[src/rtl/vli_pkg.sv]
`timescale 1ns / 1ps
package vli_pkg;

	localparam int FRAC_BITS = 16;
	localparam int SMP_W     = 16;
	localparam int ADV_W     = 28;
	localparam int IDX_W     = 16;
	localparam int PH_W      = 33;
	localparam int POS_W     = 34;
	localparam int LEN_W     = 17;
	localparam int BLK_W     = 7;
	localparam int CFG_W     = 2;
	localparam int DIV_W     = 34;
	localparam int DVS_W     = 33;
	localparam int DIV_CNT_W = 6;

	localparam logic CMD_LOAD = 1'b0;
	localparam logic CMD_TICK = 1'b1;

	localparam logic [CFG_W-1:0] CFG_LOOP  = 2'd0;
	localparam logic [CFG_W-1:0] CFG_LEN   = 2'd1;
	localparam logic [CFG_W-1:0] CFG_BLOCK = 2'd2;

	typedef enum logic [2:0] {
		ST_IDLE,
		ST_PREP,
		ST_WRAP,
		ST_FIX,
		ST_SPAN,
		ST_EMIT
	} state_t;

	typedef struct packed {
		logic            zero;
		logic            last;
		logic [PH_W-1:0] pos;
	} issue_t;

	typedef struct packed {
		logic             start;
		logic [DIV_W-1:0] dividend;
		logic [DVS_W-1:0] divisor;
	} div_req_t;

	typedef struct packed {
		logic             done;
		logic [DIV_W-1:0] quot;
		logic [DVS_W-1:0] rem;
	} div_rsp_t;

endpackage

[src/rtl/vli_div.sv]
`timescale 1ns / 1ps
module vli_div (
	input  logic               clk,
	input  logic               arst_n,
	input  vli_pkg::div_req_t  req,
	output vli_pkg::div_rsp_t  rsp
);

	localparam int DIV_W = vli_pkg::DIV_W;
	localparam int DVS_W = vli_pkg::DVS_W;
	localparam int CNT_W = vli_pkg::DIV_CNT_W;

	logic             busy_q;
	logic             done_q;
	logic [CNT_W-1:0] cnt_q;
	logic [DIV_W-1:0] quo_q;
	logic [DVS_W-1:0] rem_q;
	logic [DVS_W-1:0] dvs_q;

	logic [DVS_W:0] sh_w;
	logic [DVS_W:0] diff_w;
	logic           fits_w;

	assign sh_w   = {rem_q, quo_q[DIV_W-1]};
	assign fits_w = sh_w >= {1'b0, dvs_q};
	assign diff_w = sh_w - {1'b0, dvs_q};

	always_ff @(posedge clk or negedge arst_n) begin
		if (!arst_n) begin
			busy_q <= 1'b0;
			done_q <= 1'b0;
			cnt_q  <= '0;
		end else begin
			done_q <= 1'b0;
			if (req.start) begin
				busy_q <= 1'b1;
				cnt_q  <= CNT_W'(DIV_W);
			end else if (busy_q) begin
				cnt_q <= cnt_q - CNT_W'(1);
				if (cnt_q == CNT_W'(1)) begin
					busy_q <= 1'b0;
					done_q <= 1'b1;
				end
			end
		end
	end

	always_ff @(posedge clk) begin
		if (req.start) begin
			quo_q <= req.dividend;
			rem_q <= '0;
			dvs_q <= req.divisor;
		end else if (busy_q) begin
			quo_q <= {quo_q[DIV_W-2:0], fits_w};
			rem_q <= fits_w ? diff_w[DVS_W-1:0] : sh_w[DVS_W-1:0];
		end
	end

	assign rsp.done = done_q;
	assign rsp.quot = quo_q;
	assign rsp.rem  = rem_q;

endmodule

[config.mk]
export PLATFORM = sky130hd
export DESIGN_NAME = vli_div
export DESIGN_NICKNAME = d
export VERILOG_FILES = /design/src/rtl/vli_pkg.sv /design/src/rtl/vli_div.sv
export SDC_FILE = /design/constraint.sdc
export NUM_CORES = 1
export LEC_CHECK = 0
export BUFFER_PORTS_ARGS = -buffer_cell sky130_fd_sc_hd__buf_2
export CAP_MARGIN = 20
export CORE_AREA = 2 2 130 94
export CTS_BUF_LIST = sky130_fd_sc_hd__clkbuf_2 sky130_fd_sc_hd__clkbuf_4 sky130_fd_sc_hd__clkbuf_8
export DETAILED_ROUTE_END_ITERATION = 12
export DIE_AREA = 0 0 132 96
export MAX_ROUTING_LAYER = met4
export PLACE_DENSITY_LB_ADDON = 0.3
export SYNTH_ARGS = -nofsm -noshare
export SYNTH_HDL_FRONTEND = slang
export SYNTH_SLANG_ARGS = --single-unit
[constraint.sdc]
create_clock -name clk -period 3.83 [get_ports clk]
set_input_delay 0.9575 -clock clk [delete_from_list [all_inputs] [get_ports clk]]
set_output_delay 0.9575 -clock clk [all_outputs]
set_load 0.02 [all_outputs]
After elaboration in Yosys (flattened, before gate mapping) --
Index checks and enable logic that the tools add are counted.
Word-level totals: memories 0, latch bits 0, memory bits (read-only) 0, input port bits 70, output and inout port bits 68, bits in writable memories 0, flip-flop bits (word level) 108
Operators by class: multipliers 0, div/mod/pow operators 0, mux-type cells 11, add/sub/neg operators 2, magnitude comparators 1, shifts and indexed selects 0, equal/unequal tests 1, bitwise logic cells 0, reductions and logical operators 1
Operators by type and width (number):
- 34-bit two-way mux | 2
- 34-bit by 33-bit greater-or-equal comparator with 1-bit output | 1
- 33-bit two-way mux | 1
- 33-bit subtractor | 1
- 6-bit two-way mux | 2
- 6-bit by 1-bit == test with 1-bit output, second input constant | 1
- 1-bit two-way mux | 6
- 6-bit by 1-bit subtractor with 6-bit output, second input constant | 1
- 2-bit nonzero test | 1

Logic depth before layout (Yosys ltp) --
depth after elaboration 4, mapped depth 14, mapped depth without buffers 12

Least setup slack after synthesis --
Ideal clock, no wire load.
path kind register to register, start register quo_q[33], end register rem_q[1], cell stages (with the launch flop) 15, clock period less this slack 2.864 ns, arrival 2.773 ns, path slack 0.966 ns, library setup time 0.091 ns, path buffers 2, path through edfxtp_1 -> inv_1 -> ha_1 -> inv_1 -> fa_1 -> a21oi_1 -> o211ai_1 -> o211ai_1 -> nand3_1 -> a21oi_2 -> or2_1 -> buf_6 -> buf_2 -> nand2_1 -> a311oi_1
Between the ends: word-level cells in the longest chain between the ends 2
Ends and longest elaborated chain:
- start, declared | line vli_div.sv:16 | logic [DIV_W-1:0] quo_q;
- start signal, assigned | line vli_div.sv:50 | quo_q <= req.dividend;
- start signal, assigned | line vli_div.sv:54 | quo_q <= {quo_q[DIV_W-2:0], fits_w};
- 33-bit subtractor / 34-bit by 33-bit greater-or-equal comparator with 1-bit output (equally long branches) | line vli_div.sv:26, vli_div.sv:25
- 33-bit two-way mux (*) | line vli_div.sv:55 | rem_q <= fits_w ? diff_w[DVS_W-1:0] : sh_w[DVS_W-1:0];
- end signal, assigned | line vli_div.sv:55
- end, declared | line vli_div.sv:17 | logic [DVS_W-1:0] rem_q;
Every way passes the cells marked *; elsewhere a longest branch is shown, timed or not. A chain may end at the register's enable or synchronous reset.

Worst setup path in the final report --
start register quo_q[33], end register rem_q[26]
The elaborated chain is that of the path after synthesis.

==> results.py <==
metrics = {
    "run_status": {
        "status": "finished, final reports clean",
    },
    "setup_path": {
        "critPathKind": "flop to flop",
        "rr_startpoint": "quo_q[33]$_DFFE_PP_",
        "crit_required_ns": 4.12,
        "end_kind": "flop",
        "crit_arrival_ns": 3.73,
        "crit_path_start": "quo_q[33]$_DFFE_PP_",
        "crit_end": "rem_q[26]$_SDFFE_PP0P_",
        "reg2reg_to": "rem_q[26]$_SDFFE_PP0P_",
        "cp_max_fo": 19,
        "r2r_setup_slack_ns": 0.39,
        "ff2ff_path_depth": 13,
        "cp-start-kind": "flop",
    },
    "synth": {
        "yosys.area.top_type": "edfxtp_1",
        "async_flop_share_pct": 7.41,
        "ys.flop_type": "edfxtp_1",
        "yosysTopAreaCellShare_pct": 31.7,
        "synth_area_leaders": "edfxtp_1 (32%), dfxtp_1 (10%), ha_1 (6.9%), mux2_2 (5.9%), nand2_1 (4.5%)",
        "ys_ff_latch": 108,
        "synth_cell_types": 61,
        "netlist_area_sq_mm": 0.00635,
        "syn_nets": 768,
        "synthCells": 662,
        "ys_warn_count": 0,
        "synth_edf_count": 67,
        "yosysSeqAreaShare_pct": 45.3,
        "synth.avg_cell_area_sq_um": 9.59,
    },
    "flow_run": {
        "drv_cap": 0,
    },
    "timing": {
        "drv_slew": 0,
        "rsz0062_at_grt": "no",
        "skew_ns": 0.0184,
        "clock.fmax_mhz": 290,
        "worst_slew_pin_slew_ns": 0.851,
        "setup_viol": 0,
        "slew_headroom_pct": 42.8,
        "fin_ws_ns": 0.387,
        "fin_tns_setup_ns": 0,
        "fin_crit_sh_pct": 89.9,
        "hold_violations": 0,
        "fin_crit_ns": 3.44,
        "worst_hold_slack_ns": 0.384,
    },
    "cts": {
        "cts_hold_buf": 0,
        "cts_resized": 0,
        "cts_tree": "built",
        "clk_path_buf_depth": 2,
        "cts_buffers": 9,
        "cts.htree.levels": 3,
        "path_clk_slew_ns": 0.12,
        "clock_sinks": 108,
        "clk-insertion-delay-late_ns": 0.39,
        "cts_root_buffer": "clkbuf_8",
        "cts_setup_buffers": 0,
    },
    "finish": {
        "design_area_sq_mm": 0.00732,
        "layout_common_cells": "buf_2 (136), nand2_1 (76), edfxtp_1 (67)",
        "antenna_cells": 0,
        "multiInputGateArea_sq_mm": 0.00313,
        "final_common_cell": "buf_2",
        "fillerInstances": 1001,
        "fin_util_pct": 64.0,
        "stdcell_count": 942,
        "nets": 886,
        "drive_gt1_share_pct": 25.6,
        "regArea_sq_mm": 0.00287,
        "synthToLayoutAreaGrowth_pct": 15.4,
    },
    "grt": {
        "globalRouteOverflowTotal": 0,
        "grt.total_usage_pct": 25.2,
        "grt_antenna_before_repair": 0,
        "first_global_vias": 4964,
        "grt_pass1_wl_microns": 24600,
        "grt_max_degree": 72,
    },
    "pwr": {
        "power.density_mw_per_mm2": 351,
        "peakVddDrop_v": 0.000242,
        "power.total_mw": 2.57,
        "p_leak_nw": 3.28,
    },
    "placed_design": {
        "hpwl_microns": 11600,
        "place_worst_setup_slack_ns": 0.465,
        "portBuffers": 137,
        "placed_area_sq_mm": 0.00713,
        "dpl.cell_count": 926,
        "place.gp.congestion": 1.02,
    },
    "drt": {
        "wl_microns": 15600,
        "first_pass_iters": 7,
        "drtAntennaViolNets": 0,
        "vias": 5472,
        "drt-wirelength-per-cell_microns": 16.6,
        "drc_errors": 0,
        "vias_per_cell": 5.81,
        "drt_iter0_drc": 516,
    },
    "floorplanning": {
        "initial_core_util_pct": 55.5,
        "rows": 33,
        "core_area_sq_mm": 0.0114,
        "die_h_microns": 96,
        "num_io_pins": 138,
        "die_area_sq_mm": 0.0127,
        "die_w_microns": 132,
    },
    "hold_path": {
        "hp-class": "primary input to async pin",
    },
}
## cells in the mapped netlist, drive strengths merged (3+ instances only)
cell type,instances
nand2,76
edfxtp,67
nor2,66
inv,48
a21oi,35
ha,35
dfxtp,33
mux2,33
o21ai,31
clkbuf,28
a311oi,25
xnor2,15
nand3,14
a21o,12
nor3,11
buf,10
xor2,10
a211oi,9
nand4,9
or3,9
a31oi,8
dfrtp,8
mux2i,6
nand2b,6
o21bai,6
o31ai,6
o211ai,5
and3,4
nor4,4
nor2b,3
or2,3
## flip-flops by register name, indices dropped and copies added, names as in the netlist
signal	flops
busy_q	1
rem_q	33
dvs_q	33
quo_q	34
cnt_q	6
done_q	1
## routing by layer
layer | track usage (%) | wire, microns | vias up
met5 | - | 0 | -
met4 | 5.43 | 204 | 0
met3 | 5.21 | 1150 | 31
met2 | 37.7 | 6830 | 221
met1 | 35.5 | 7460 | 2581
li1 | - | - | 2639
## final cells by class
| class | instances | area share, % |
|---|---|---|
| clock buffers | 9 | 1.69 |
| well taps | 157 | 2.68 |
| flip-flops and latches | 108 | 39.2 |
| inverters | 48 | 2.46 |
| clock inverters | 7 | 0.922 |
| repair buffers | 145 | 10.2 |
| multi-input cells | 468 | 42.8 |
## worst max-delay path, stage by stage, from the launching register on
cell	delay, ns
edfxtp_1	0.43
inv_1	0.08
ha_1	0.16
inv_1	0.06
fa_1	0.40
a21oi_1	0.27
o211ai_1	0.14
o211ai_1	0.22
nand3_1	0.15
a21oi_2	0.34
or2_1	0.39
buf_4	0.32
nand2_1	0.08
a311oi_1	0.30
## power by group
part	total (mW)	internal (mW)	switching, mW	leakage (nW)
logic	0.499	0.203	0.296	2.14
registers	1.38	1.33	0.0478	1.05
clock network	0.691	0.253	0.438	0.0941
total	2.57	1.79	0.782	3.28
## worst min path at each step
| stage | start | end | slack, ns | cells after the start |
|---|---|---|---|---|
| finish | arst_n | cnt_q[4]$_DFFE_PN0P_ | 0.38 | 1 |
| global route | arst_n | done_q$_DFF_PN0_ | 0.38 | 1 |
| floorplan | cnt_q[1]$_DFFE_PN0P_ | cnt_q[1]$_DFFE_PN0P_ | 0.50 | 2 |
| detailed placement | rem_q[12]$_SDFFE_PP0P_ | rem_q[13]$_SDFFE_PP0P_ | 0.50 | 2 |
| global placement | rem_q[8]$_SDFFE_PP0P_ | rem_q[9]$_SDFFE_PP0P_ | 0.50 | 2 |
| CTS | arst_n | done_q$_DFF_PN0_ | 0.38 | 1 |
## cells by family (layout without fill, tap and decap cells)
kind of cell	count (synthesis)	after routing	share of synthesized area [%]
xor+xnor	25	25	3.45
compound gates	157	157	16.8
buf+inv	86	209	5.38
fa+ha+maj	36	36	7.21
flops	108	108	45.3
mux	39	39	6.80
simple gates	211	211	15.1
Power figures use the tool's default switching activity.
